**config.mk**
```make
export PLATFORM = sky130hd
export DESIGN_NAME = bitmap_first_fit_allocator_unit
export DESIGN_NICKNAME = d
export VERILOG_FILES = /design/src/sv/bmfa_pkg.sv /design/src/sv/bmfa_map_mem.sv /design/src/sv/bmfa_seq.sv /design/src/sv/bitmap_first_fit_allocator_unit.sv
export SDC_FILE = /design/constraint.sdc
export NUM_CORES = 2
export LEC_CHECK = 0
export ABC_AREA = 0
export BUFFER_PORTS_ARGS = -buffer_cell sky130_fd_sc_hd__buf_2
export CORE_UTILIZATION = 25
export DETAILED_ROUTE_END_ITERATION = 7
export GPL_TIMING_DRIVEN = 0
export PLACE_DENSITY = 0.47
export SYNTH_ARGS = -nofsm -noshare
export SYNTH_HDL_FRONTEND = slang
export SYNTH_SLANG_ARGS = --single-unit
```
**constraint.sdc**
```tcl
create_clock -name clock -period 16.5 [get_ports clock]
set_clock_uncertainty 0.1 [all_clocks]
set_input_delay 3.3 -clock clock [delete_from_list [all_inputs] [get_ports clock]]
set_output_delay 3.3 -clock clock [all_outputs]
set_load 0.01 [all_outputs]
```
**src/sv/bmfa_pkg.sv**
```systemverilog
// shared types and constants of the bitmap first-fit allocator
`default_nettype none
package bmfa_pkg;

   // default pool size in bytes, one map bit per byte
   localparam int PoolBytesDef = 1024;

   // fixed field widths
   localparam int SizeW = 11;
   localparam int OffW  = 10;

   // request kinds
   typedef enum logic [1:0] {
      REQ_ALLOC  = 2'd0,
      REQ_FREE   = 2'd1,
      REQ_RESIZE = 2'd2,
      REQ_NONE   = 2'd3
   } req_kind_type;

   // result codes
   typedef enum logic [1:0] {
      ST_OK      = 2'd0,
      ST_NOSPACE = 2'd1,
      ST_ZERO    = 2'd2,
      ST_RANGE   = 2'd3
   } status_type;

   // map write control from the sequencer
   typedef struct packed {
      logic wr_en;
      logic wr_bit;
   } map_wr_type;

   // map read data: stored bit and past-the-end flag
   typedef struct packed {
      logic rd_bit;
      logic beyond;
   } map_rd_type;

   // one result item
   typedef struct packed {
      status_type            status;
      logic [OffW-1:0]       offset;
      logic                  moved;
   } result_type;

   // sequencer states
   typedef enum logic [3:0] {
      S_CLEAR,
      S_IDLE,
      S_SCAN_RD,
      S_SCAN_EV,
      S_DECIDE,
      S_ROOM_RD,
      S_ROOM_EV,
      S_FIT_RD,
      S_FIT_EV,
      S_WRITE,
      S_DONE
   } state_type;

endpackage
`default_nettype wire

```
**src/sv/bmfa_map_mem.sv**
```systemverilog
// occupancy map memory, one bit per byte, registered read
`default_nettype none
module bmfa_map_mem
   import bmfa_pkg::*;
#(
   parameter int POOL_BYTES = PoolBytesDef,
   parameter int AW         = $clog2(PoolBytesDef),
   parameter int CW         = 12
) (
   input  wire logic          clock,
   input  wire logic [CW-1:0] map_addr,
   input  wire map_wr_type    map_wr,
   output map_rd_type         map_rd
);

   logic mem [POOL_BYTES];
   logic rd_ff;
   logic beyond_ff;
   logic in_pool;

   assign in_pool = map_addr < CW'(POOL_BYTES);

   // write port, addresses past the end are dropped
   always_ff @(posedge clock) begin
      if (map_wr.wr_en && in_pool) begin
         mem[map_addr[AW-1:0]] <= map_wr.wr_bit;
      end
   end

   // registered read
   always_ff @(posedge clock) begin
      rd_ff     <= mem[map_addr[AW-1:0]];
      beyond_ff <= !in_pool;
   end

   assign map_rd.rd_bit = rd_ff;
   assign map_rd.beyond = beyond_ff;

endmodule
`default_nettype wire

```
**src/sv/bmfa_seq.sv**
```systemverilog
// sequencer: walks the map for search, free, resize and the clearing pass
`default_nettype none
module bmfa_seq
   import bmfa_pkg::*;
#(
   parameter int POOL_BYTES = PoolBytesDef,
   parameter int CW         = 12
) (
   input  wire logic            clock,
   input  wire logic            reset,
   input  wire logic            req_valid,
   output logic                 req_ready,
   input  wire req_kind_type    req_kind,
   input  wire logic [SizeW-1:0] req_size,
   input  wire logic [OffW-1:0] req_off,
   output logic [CW-1:0]        map_addr,
   output map_wr_type           map_wr,
   input  wire map_rd_type      map_rd,
   output logic                 res_valid,
   input  wire logic            res_ready,
   output result_type           res_data
);

   state_type     state_ff, state_in;
   logic [CW-1:0] addr_ff, addr_in;
   logic [CW-1:0] cnt_ff, cnt_in;
   logic [CW-1:0] size_ff, size_in;
   logic [CW-1:0] off_ff, off_in;
   logic [CW-1:0] len_ff, len_in;
   logic [CW-1:0] start_ff, start_in;
   logic [1:0]    run_ff, run_in;
   logic          hunt_ff, hunt_in;
   logic          clr_ff, clr_in;
   logic          mv_ff, mv_in;
   logic          wbit_ff, wbit_in;
   req_kind_type  kind_ff, kind_in;
   result_type    result_ff, result_in;

   logic          req_fire;
   logic [CW-1:0] req_size_c;
   logic [CW-1:0] size_eff;
   logic [CW-1:0] req_off_c;
   logic          off_bad;
   logic          scan_more;
   logic          fit_set;
   logic          in_pool;
   logic          fit_hit;
   logic          room_hit;
   logic          cand;
   logic          shrink;
   logic          same;
   logic          last_clr;

   // shared conditions
   assign req_fire   = req_valid && req_ready;
   assign req_size_c = {{(CW-SizeW){1'b0}}, req_size};
   assign size_eff   = (req_size_c <= CW'(1)) ? CW'(2) : req_size_c;
   assign req_off_c  = {{(CW-OffW){1'b0}}, req_off};
   assign off_bad    = req_off_c >= CW'(POOL_BYTES);
   assign scan_more  = map_rd.rd_bit && !map_rd.beyond;
   assign fit_set    = map_rd.rd_bit || map_rd.beyond;
   assign in_pool    = addr_ff < CW'(POOL_BYTES);
   assign fit_hit    = (cnt_ff + CW'(1)) >= size_ff;
   assign room_hit   = (cnt_ff + CW'(1)) >= (size_ff - len_ff - CW'(1));
   assign cand       = !fit_set && (run_ff == 2'd2);
   assign shrink     = (len_ff + CW'(1)) > size_ff;
   assign same       = (len_ff + CW'(1)) == size_ff;
   assign last_clr   = addr_ff == CW'(POOL_BYTES - 1);

   // next state
   always_comb begin
      state_in = state_ff;
      unique case (state_ff)
         S_CLEAR: begin
            if (last_clr) state_in = S_IDLE;
         end
         S_IDLE: begin
            if (req_fire) begin
               unique case (req_kind)
                  REQ_ALLOC:  state_in = (req_size_c == '0) ? S_DONE : S_FIT_RD;
                  REQ_FREE,
                  REQ_RESIZE: state_in = off_bad ? S_DONE : S_SCAN_RD;
                  REQ_NONE:   state_in = S_DONE;
                  default:    state_in = S_DONE;
               endcase
            end
         end
         S_SCAN_RD: state_in = S_SCAN_EV;
         S_SCAN_EV: begin
            if (scan_more)   state_in = S_SCAN_RD;
            else if (clr_ff) state_in = S_DONE;
            else             state_in = S_DECIDE;
         end
         S_DECIDE: begin
            if (shrink)    state_in = S_WRITE;
            else if (same) state_in = S_DONE;
            else           state_in = S_ROOM_RD;
         end
         S_ROOM_RD: state_in = S_ROOM_EV;
         S_ROOM_EV: begin
            if (fit_set)       state_in = S_FIT_RD;
            else if (room_hit) state_in = S_WRITE;
            else               state_in = S_ROOM_RD;
         end
         S_FIT_RD: state_in = S_FIT_EV;
         S_FIT_EV: begin
            if (map_rd.beyond)                       state_in = S_DONE;
            else if (!hunt_ff && !fit_set && fit_hit) state_in = S_WRITE;
            else if (hunt_ff && cand && size_ff <= CW'(2)) state_in = S_WRITE;
            else                                      state_in = S_FIT_RD;
         end
         S_WRITE: begin
            if (cnt_ff == '0 || !in_pool) begin
               state_in = (mv_ff && !clr_ff) ? S_SCAN_RD : S_DONE;
            end
         end
         S_DONE: begin
            if (res_ready) state_in = S_IDLE;
         end
         default: state_in = S_IDLE;
      endcase
   end

   // datapath and outputs
   always_comb begin
      addr_in   = addr_ff;
      cnt_in    = cnt_ff;
      size_in   = size_ff;
      off_in    = off_ff;
      len_in    = len_ff;
      start_in  = start_ff;
      run_in    = run_ff;
      hunt_in   = hunt_ff;
      clr_in    = clr_ff;
      mv_in     = mv_ff;
      wbit_in   = wbit_ff;
      kind_in   = kind_ff;
      result_in = result_ff;
      map_wr    = '{wr_en: 1'b0, wr_bit: 1'b0};
      req_ready = state_ff == S_IDLE;
      res_valid = state_ff == S_DONE;
      res_data  = result_ff;
      map_addr  = addr_ff;
      unique case (state_ff)
         // clearing pass after reset
         S_CLEAR: begin
            map_wr  = '{wr_en: 1'b1, wr_bit: 1'b0};
            addr_in = addr_ff + CW'(1);
         end
         // take a request
         S_IDLE: begin
            if (req_fire) begin
               kind_in   = req_kind;
               size_in   = size_eff;
               off_in    = req_off_c;
               len_in    = '0;
               cnt_in    = '0;
               run_in    = '0;
               hunt_in   = 1'b0;
               mv_in     = 1'b0;
               start_in  = '0;
               clr_in    = req_kind == REQ_FREE;
               addr_in   = (req_kind == REQ_ALLOC) ? '0 : req_off_c;
               result_in = '{status: ST_OK, offset: '0, moved: 1'b0};
               if (req_kind == REQ_ALLOC && req_size_c == '0) begin
                  result_in.status = ST_ZERO;
               end
               if ((req_kind == REQ_FREE || req_kind == REQ_RESIZE) && off_bad) begin
                  result_in.status = ST_RANGE;
               end
            end
         end
         S_SCAN_RD: ;
         // measure the run, clearing it on a free
         S_SCAN_EV: begin
            if (scan_more) begin
               len_in  = len_ff + CW'(1);
               addr_in = addr_ff + CW'(1);
               if (clr_ff) map_wr = '{wr_en: 1'b1, wr_bit: 1'b0};
            end
         end
         // resize: shrink, keep, or try to grow in place
         S_DECIDE: begin
            if (shrink) begin
               addr_in          = off_ff + size_ff - CW'(1);
               cnt_in           = len_ff + CW'(1) - size_ff;
               wbit_in          = 1'b0;
               result_in.offset = off_ff[OffW-1:0];
            end else if (same) begin
               result_in.offset = off_ff[OffW-1:0];
            end else begin
               addr_in = off_ff + len_ff + CW'(1);
               cnt_in  = '0;
            end
         end
         S_ROOM_RD: ;
         // free bytes after the terminator
         S_ROOM_EV: begin
            if (fit_set) begin
               addr_in  = '0;
               cnt_in   = '0;
               hunt_in  = 1'b0;
               run_in   = '0;
               start_in = '0;
            end else if (room_hit) begin
               addr_in          = off_ff + len_ff;
               cnt_in           = size_ff - len_ff - CW'(1);
               wbit_in          = 1'b1;
               result_in.offset = off_ff[OffW-1:0];
            end else begin
               cnt_in  = cnt_ff + CW'(1);
               addr_in = addr_ff + CW'(1);
            end
         end
         S_FIT_RD: ;
         // first-fit search over candidate starts
         S_FIT_EV: begin
            if (map_rd.beyond) begin
               result_in = '{status: ST_NOSPACE, offset: '0, moved: 1'b0};
            end else if (!hunt_ff) begin
               if (!fit_set && fit_hit) begin
                  addr_in          = start_ff;
                  cnt_in           = size_ff - CW'(1);
                  wbit_in          = 1'b1;
                  result_in.offset = start_ff[OffW-1:0];
                  result_in.moved  = kind_ff == REQ_RESIZE;
                  mv_in            = kind_ff == REQ_RESIZE;
               end else if (!fit_set) begin
                  cnt_in  = cnt_ff + CW'(1);
                  addr_in = addr_ff + CW'(1);
               end else begin
                  hunt_in = 1'b1;
                  run_in  = '0;
                  addr_in = addr_ff + CW'(1);
               end
            end else if (fit_set) begin
               run_in  = '0;
               addr_in = addr_ff + CW'(1);
            end else if (cand) begin
               start_in = addr_ff - CW'(1);
               hunt_in  = 1'b0;
               cnt_in   = CW'(2);
               addr_in  = addr_ff + CW'(1);
               if (size_ff <= CW'(2)) begin
                  addr_in          = addr_ff - CW'(1);
                  cnt_in           = size_ff - CW'(1);
                  wbit_in          = 1'b1;
                  result_in.offset = OffW'(addr_ff - CW'(1));
                  result_in.moved  = kind_ff == REQ_RESIZE;
                  mv_in            = kind_ff == REQ_RESIZE;
               end
            end else begin
               run_in  = run_ff + 2'd1;
               addr_in = addr_ff + CW'(1);
            end
         end
         // write a run of bits, then free the old object after a move
         S_WRITE: begin
            if (cnt_ff != '0 && in_pool) begin
               map_wr  = '{wr_en: 1'b1, wr_bit: wbit_ff};
               addr_in = addr_ff + CW'(1);
               cnt_in  = cnt_ff - CW'(1);
            end else if (mv_ff && !clr_ff) begin
               clr_in  = 1'b1;
               addr_in = off_ff;
               len_in  = '0;
            end
         end
         S_DONE: ;
         default: ;
      endcase
   end

   // control registers
   always_ff @(posedge clock) begin
      if (reset) begin
         state_ff <= S_CLEAR;
         addr_ff  <= '0;
      end else begin
         state_ff <= state_in;
         addr_ff  <= addr_in;
      end
   end

   // working registers
   always_ff @(posedge clock) begin
      cnt_ff    <= cnt_in;
      size_ff   <= size_in;
      off_ff    <= off_in;
      len_ff    <= len_in;
      start_ff  <= start_in;
      run_ff    <= run_in;
      hunt_ff   <= hunt_in;
      clr_ff    <= clr_in;
      mv_ff     <= mv_in;
      wbit_ff   <= wbit_in;
      kind_ff   <= kind_in;
      result_ff <= result_in;
   end

endmodule
`default_nettype wire

```
**src/sv/bitmap_first_fit_allocator_unit.sv**
```systemverilog
// Bitmap first-fit allocator: a zero size, a range error or an unused kind is answered
// without walking the map; otherwise the sequencer walks map bits and then writes
// the chosen run of bits, and a full search walks the whole map; each map bit costs
// one read plus one check.
// One request at a time; a new transfer is taken while the last result waits.
// After reset a clearing pass writes every map bit before the
// first request is taken.
`default_nettype none
module bitmap_first_fit_allocator_unit
   import bmfa_pkg::*;
#(
   parameter int POOL_BYTES = PoolBytesDef
) (
   input  wire logic        clock,
   input  wire logic        reset,
   input  wire logic        req_tvalid,
   output logic             req_tready,
   input  wire logic [23:0] req_tdata,  // req_size[10:0], obj_offset[20:11]
   input  wire logic [1:0]  req_tuser,  // req_type[1:0]
   output logic             rsp_tvalid,
   input  wire logic        rsp_tready,
   output logic [15:0]      rsp_tdata   // status[1:0], result_offset[11:2], moved[12]
);

   localparam int AW = $clog2(POOL_BYTES);
   localparam int CW = (AW + 1 > 12) ? AW + 1 : 12;

   logic [CW-1:0] map_addr;
   map_wr_type    map_wr;
   map_rd_type    map_rd;
   logic          res_valid;
   logic          res_ready;
   result_type    res_data;
   logic          rsp_valid_ff, rsp_valid_in;
   result_type    rsp_data_ff, rsp_data_in;

   bmfa_map_mem #(
      .POOL_BYTES (POOL_BYTES),
      .AW         (AW),
      .CW         (CW)
   ) u_mem (
      .clock    (clock),
      .map_addr (map_addr),
      .map_wr   (map_wr),
      .map_rd   (map_rd)
   );

   bmfa_seq #(
      .POOL_BYTES (POOL_BYTES),
      .CW         (CW)
   ) u_seq (
      .clock     (clock),
      .reset     (reset),
      .req_valid (req_tvalid),
      .req_ready (req_tready),
      .req_kind  (req_kind_type'(req_tuser)),
      .req_size  (req_tdata[10:0]),
      .req_off   (req_tdata[20:11]),
      .map_addr  (map_addr),
      .map_wr    (map_wr),
      .map_rd    (map_rd),
      .res_valid (res_valid),
      .res_ready (res_ready),
      .res_data  (res_data)
   );

   // output register
   assign res_ready = !rsp_valid_ff || rsp_tready;

   always_comb begin
      rsp_valid_in = rsp_valid_ff;
      rsp_data_in  = rsp_data_ff;
      if (res_valid && res_ready) begin
         rsp_valid_in = 1'b1;
         rsp_data_in  = res_data;
      end else if (rsp_tready) begin
         rsp_valid_in = 1'b0;
      end
   end

   always_ff @(posedge clock) begin
      if (reset) begin
         rsp_valid_ff <= 1'b0;
      end else begin
         rsp_valid_ff <= rsp_valid_in;
      end
   end

   always_ff @(posedge clock) begin
      rsp_data_ff <= rsp_data_in;
   end

   assign rsp_tvalid = rsp_valid_ff;
   assign rsp_tdata  = {3'b000, rsp_data_ff.moved, rsp_data_ff.offset, rsp_data_ff.status};

   // map writes never land past the end of the pool
   assert property (@(posedge clock) disable iff (reset)
      map_wr.wr_en |-> map_addr < CW'(POOL_BYTES))
      else $error("map write past pool end");

   // a handed-over result returns the sequencer to idle
   assert property (@(posedge clock) disable iff (reset)
      res_valid && res_ready |=> req_tready)
      else $error("sequencer did not return to idle");

   // a move is only reported on success
   assert property (@(posedge clock) disable iff (reset)
      res_valid |-> !(res_data.moved && res_data.status != ST_OK))
      else $error("move reported with error status");

endmodule
`default_nettype wire
```
# Yosys cells after proc, flatten, opt, wreduce, memory -nomap -nowiden

Memories as Yosys holds them, arrays and structs flattened. A register that Yosys moved wholly into a read port is not among the register bits.
Index checks and enable logic that the tools add are counted.

$add $sub $neg: 14
Magnitude comparators: 7
Eq/ne operators: 48
Muxes and demuxes: 121
Reductions and logical operators: 53

Operators by type and width:

| kind                    | number |
|---|---|
| $mux W12                | 35 |
| $pmux W12 S7            | 1 |
| $pmux W12 S3            | 2 |
| $mux W11                | 6 |
| $mux W4                 | 16 |
| $pmux W12 S5            | 1 |
| $sub A12 B1 Y12 const B | 5 |
| $mux W10                | 5 |
| $add A12 B1 Y12 const B | 4 |
| $pmux W4 S11            | 1 |
| $pmux W10 S4            | 1 |
| $mux W1                 | 30 |
| $mux W2                 | 13 |
| $add A10 B12 Y12        | 2 |
| $ge A12 B12 Y1          | 2 |
| $logic_not A12 Y1       | 2 |
| $sub A12 B12 Y12        | 2 |
| $ne A2 B1 Y1 const B    | 11 |
| $reduce_and A9 Y1       | 2 |
| $eq A4 B3 Y1 const B    | 4 |
| $ne A4 B4 Y1 const B    | 4 |
| $logic_and A1 B1 Y1     | 14 |
| $reduce_and A7 Y1       | 2 |
| $mux W13                | 1 |
| 40 further kinds        | 77 |

Flip-flop bits (word level): 110
Bits in writable memories: 1024
Output and inout bits: 18
Word-level logic and storage cells: 266
Memories: 1

Memory list:

| memory    | words | bits a word | rd ports | clocked after Yosys merged registers in | wr ports | RTL line           | source |
|---|---|---|---|---|---|---|---|
| u_mem.mem | 1024  | 1           | 1        | 1                                       | 1        | bmfa_map_mem.sv:16 | `logic mem [POOL_BYTES];` |

# Logic depth before layout (Yosys ltp)

Depth in word-level cells: 9
Gate-level depth with buffers: 23
Depth with buffers taken out: 22

# By module

A second synthesis with hierarchy kept.

Cells, all modules: 4477
Area, all modules: 54447.2 um^2

Modules (own cells, without submodules):

| module                          | times used | cells an instance | area each (um^2) | sequential area each (um^2) |
|---|---|---|---|---|
| bmfa_map_mem                    | 1          | 3330              | 44611.5          | 30789.5 |
| bmfa_seq                        | 1          | 1125              | 9364.0           | 2662.6 |
| bitmap_first_fit_allocator_unit | 1          | 22                | 471.7            | 410.4 |

# Worst setup path after synthesis

Ideal clock, no wire load.

Kind: flip-flop to flip-flop
Start point: reg u_seq.cnt_ff[0]
End point: mem u_mem.mem[0] (data pin)
Arrival time: 14174 ps
Data required time: 13508 ps
Path slack: -666 ps
Cell stages (with the launch flop): 6
Path buffers: 1
Clock period less this slack: 17166 ps
Cell sequence: edfxtp_1 clkbuf_1 inv_1 ha_1 a31oi_4 and3_1

RTL lines:

| item                   | RTL line           | source |
|---|---|---|
| start, declared        | bmfa_seq.sv:26     | `logic [CW-1:0] cnt_ff, cnt_in;` |
| start signal, assigned | bmfa_seq.sv:287    | `cnt_ff <= cnt_in;` |
| end, declared          | bmfa_map_mem.sv:16 |  |

# Final worst setup path

Start point: reg u_seq.addr_ff[1] (netlist: u_seq.map_addr[1])
End point: mem u_mem.mem[621] (enable)

Longest elaborated chain between the ends: 7

RTL lines:

| item                          | RTL line                           | source |
|---|---|---|
| start, declared               | bmfa_seq.sv:25                     | `logic [CW-1:0] addr_ff, addr_in;` |
| start signal, assigned        | bmfa_seq.sv:281                    | `addr_ff <= addr_in;` |
| $lt A12 B11 Y1                | bmfa_map_mem.sv:21, bmfa_seq.sv:62 |  |
| $logic_and A1 B1 Y1           | bmfa_seq.sv:259                    | `if (cnt_ff != '0 && in_pool) begin` |
| $mux W2                       | bmfa_seq.sv:259                    |  |
| $pmux W2 S3                   | bmfa_seq.sv:144                    | `unique case (state_ff)` |
| $logic_and A1 B1 Y1           | bmfa_map_mem.sv:25                 | `if (map_wr.wr_en && in_pool) begin` |
| $mux W1                       | bmfa_map_mem.sv:25                 |  |
| $mux W1 (implied by the code) | bmfa_map_mem.sv:26                 | `mem[map_addr[AW-1:0]] <= map_wr.wr_bit;` |

Several ways; a longest one is shown, not always the timed one.

==> flow_summary_export.csv <==
group,metric,value,unit
sta,fin_setup_tns,0,ps
synthesis,synth_edf_count,1115,
grt,grt-ovfl-total,0,
critical_path,cp_max_fo,10,
floorplan,pin_count,48,
flow_run,drv_cap,5,
route,antenna_left,0,
cells_and_area,final_util,0.290,
floorplan,initial_core_util,0.252,
clock_network,post_cts_buffers,0,
critical_path,worstSetupStartpointType,"flip-flop",
grt,grt_pass1_wl,309000,um
route,firstDrtPassIters,6,
route,viasPerCell,5.26,
synthesis,yosys_warnings,0,
hold_path,hp-class,"reg2reg",
critical_path,cp_num_cells,11,
floorplan,row_count,170,
sta,fin_ws,10330,ps
route,wl_per_cell,30.6,um
critical_path,endpoint_kind,"flip-flop",
outcome,violations,"capacitance limit, slew limit",
power_and_ir_drop,ir_worst_vdd,0.0000917,V
outcome,status,"finished, violations left",
critical_path,criticalPathCategory,"reg2reg",
floorplan,die_w,468,um
placed_design,hpwl,152000,um
grt,grt_pass1_vias,37500,
cells_and_area,areaGrowthSynthToFinish,15.0,%
cells_and_area,fillCellCount,22100,
synthesis,syn_inst,4353,
clock_network,ctsResizeCount,0,
critical_path,worst-path-buf-inv,8,
critical_path,cp_slowest_stage_delay,1040,ps
cells_and_area,drive_gt1_frac,0.132,
clock_network,cts_max_path_buffers,3,
cells_and_area,fin_nets,4660,
grt,busiest_layer,"met2",
power_and_ir_drop,leakage,0.0196,uW
sta,hold_viol,0,
route,drc,0,
synthesis,seq_area_frac_synth,0.624,
critical_path,r2r_cells,11,
sta,clock.fmax,162,MHz
route,vias,39300,
clock_network,cts_made_buffers,121,
critical_path,cp.arrival,6510,ps
cells_and_area,ff_latch_area,0.0339,sq mm
clock_network,hold_buffers,0,
grt,use_met1,0.277,
placed_design,gp_congestion,0.950,
grt,grt_util_met3,0.0428,
floorplan,dieArea,0.219,sq mm
power_and_ir_drop,powerDensity,101,mW/mm^2
sta,fin_hold_ws,319,ps
critical_path,path_cells,"buf_4 -> buf_2 -> buf_2 -> buf_2 -> buf_2 -> inv_1 -> ha_1 -> clkbuf_2 -> nand2_1 -> clkbuf_1 -> nor2_1",
grt,antenna_found_initial,14,
floorplan,die_h,468,um
critical_path,cp_top_family,"buffers and inverters",
floorplan,coreArea,0.215,sq mm
sta,maxSlewHeadroom,-0.100,
synthesis,synth-seq-cells,1134,
clock_network,clkTransAtPathRegs,70,ps
synthesis,avgSynthCellArea,12.5,sq um
clock_network,cts_root_buf,"clkbuf_16",
sta,setup_viol,0,
sta,rsz0062_at_grt,"no",
critical_path,critical-path-slowest-cell,"clkbuf_1",
placed_design,io_buffers,40,
clock_network,cts_tree,"done",
placed_design,pre_cts_ws,10250,ps
route,drt-total-wl,229000,um
grt,grt_max_degree,106,
sta,period_minus_slack,6170,ps
route,drt-initial-drc-count,5941,
grt,use_met2,0.317,
cells_and_area,multiInputGateArea,0.0184,sq mm
synthesis,synth_flop_cell,"edfxtp_1",
grt,track_usage,0.205,
hold_path,min_path_cells,0,
clock_network,cts.sinks,1134,
critical_path,crit_path_frequent_cell,"buf_2",
sta,slew_violations,52,
critical_path,crit_required,16840,ps
synthesis,synth_cell_types,98,
sta,worst_slew_pin_slew,1650,ps
sta,finalCritPeriodShare,0.374,
synthesis,synthArstFlopShare,0,
synthesis,syn-cell-area,0.0542,sq mm
clock_network,clock_latency,840,ps
clock_network,cts_htree_levels,3,
## power breakdown
group          internal, uW  switching (uW)
clock                  1520            1260
combinational           109             267
sequential             3120            2.63
total                  4740            1530
## per-layer routing
layer	vias to the layer above	share of wire
li1	16300	-
met1	20400	0.41
met2	2209	0.44
met3	443	0.098
met4	0	0.047
met5	-	0
## final timing paths
| kind | from | to | slack, ps |
|---|---|---|---|
| min | u_seq.res_data[9] | rsp_tdata[10] | 320 |
| min reg2reg | u_seq.res_data[9] | rsp_tdata[10] | 320 |
| max | u_seq.map_addr[1] | u_mem.mem[621] | 10330 |
| max reg2reg | u_seq.map_addr[1] | u_mem.mem[621] | 10330 |
## cells by family after synthesis
| kind of cell | share of synthesized area |
|---|---|
| AOI/OAI and AO/OA | 0.0628 |
| xor gates and xnor gates | 0.0171 |
| adders and majority gates | 0.0215 |
| buffers and inverters | 0.0381 |
| DFF | 0.624 |
| muxes | 0.106 |
| other | 0.0000691 |
| and+or+nand+nor | 0.130 |
## registers in the layout, summed over array words and instances, names as in the netlist
register / cells
u_seq.clr_ff: 1
u_seq.off_ff: 10
u_seq.mv_ff: 1
u_seq.len_ff: 12
u_seq.cnt_ff: 12
u_seq.hunt_ff: 1
u_seq.size_ff: 11
u_mem.beyond_ff: 1
rsp_tdata: 13
u_seq.wbit_ff: 1
u_seq.state_ff: 4
u_seq.res_data: 13
u_mem.mem: 1024
u_seq.kind_ff: 2
rsp_tvalid: 1
u_mem.rd_ff: 1
u_seq.start_ff: 12
u_seq.map_addr: 12
u_seq.run_ff: 2
## metrics by stage
stage | std cells | instance area, sq um | power [uW]
2_1_floorplan | 4355 | 54200 | 3370
3_3_place_gp | 7233 | 58000 | 3550
3_5_place_dp | 7254 | 58500 | 3550
4_1_cts | 7480 | 62400 | 6280
5_1_grt | 7480 | 62400 | 6380
6_report | 7482 | 62400 | 6270
## cells in the final DEF (no fill, tap or decap), drive strengths merged, types with 18 or more instances in the layout
master / instances
xor2: 33
nor3: 53
nor2b: 20
a211oi: 22
inv: 88
ha: 87
xnor2: 72
buf: 256
nand2b: 18
clkbuf: 322
a31oi: 19
mux2i: 254
clkinv: 57
nand2: 201
or3: 19
a22oi: 36
nor4: 35
a21oi: 78
o21ai: 85
mux4: 138
dfxtp: 19
o22ai: 121
nand3: 54
edfxtp: 1115
nor2: 1165
## area by class of cell
class                   instances  share of cell area
multi-input cells            2771               0.294
clock inverters                75              0.0118
plain buffers                 366              0.0282
repair buffers                 61             0.00999
inverters                      84             0.00505
well taps                    2838              0.0569
flip-flops and latches       1134               0.543
diodes                          2           0.0000802
clock buffers                 151              0.0507
## synth_stat cells (19+ instances only)
library cell | number | area share
nor2_1 | 1163 | 0.080
edfxtp_1 | 1115 | 0.62
mux2i_1 | 254 | 0.047
nand2_1 | 200 | 0.014
clkbuf_1 | 166 | 0.011
buf_2 | 147 | 0.014
mux4_2 | 138 | 0.057
o22ai_1 | 121 | 0.014
ha_1 | 87 | 0.020
inv_1 | 84 | 0.0058
o21ai_0 | 84 | 0.0078
a21oi_1 | 77 | 0.0071
xnor2_1 | 71 | 0.011
nand3_1 | 53 | 0.0049
nor3_1 | 48 | 0.0044
a22oi_1 | 36 | 0.0050
nor4_1 | 35 | 0.0040
xor2_1 | 33 | 0.0053
a211oi_1 | 22 | 0.0030
buf_4 | 22 | 0.0030
nor2b_1 | 20 | 0.0023
dfxtp_1 | 19 | 0.0070
(Power assumes the default switching activity.)
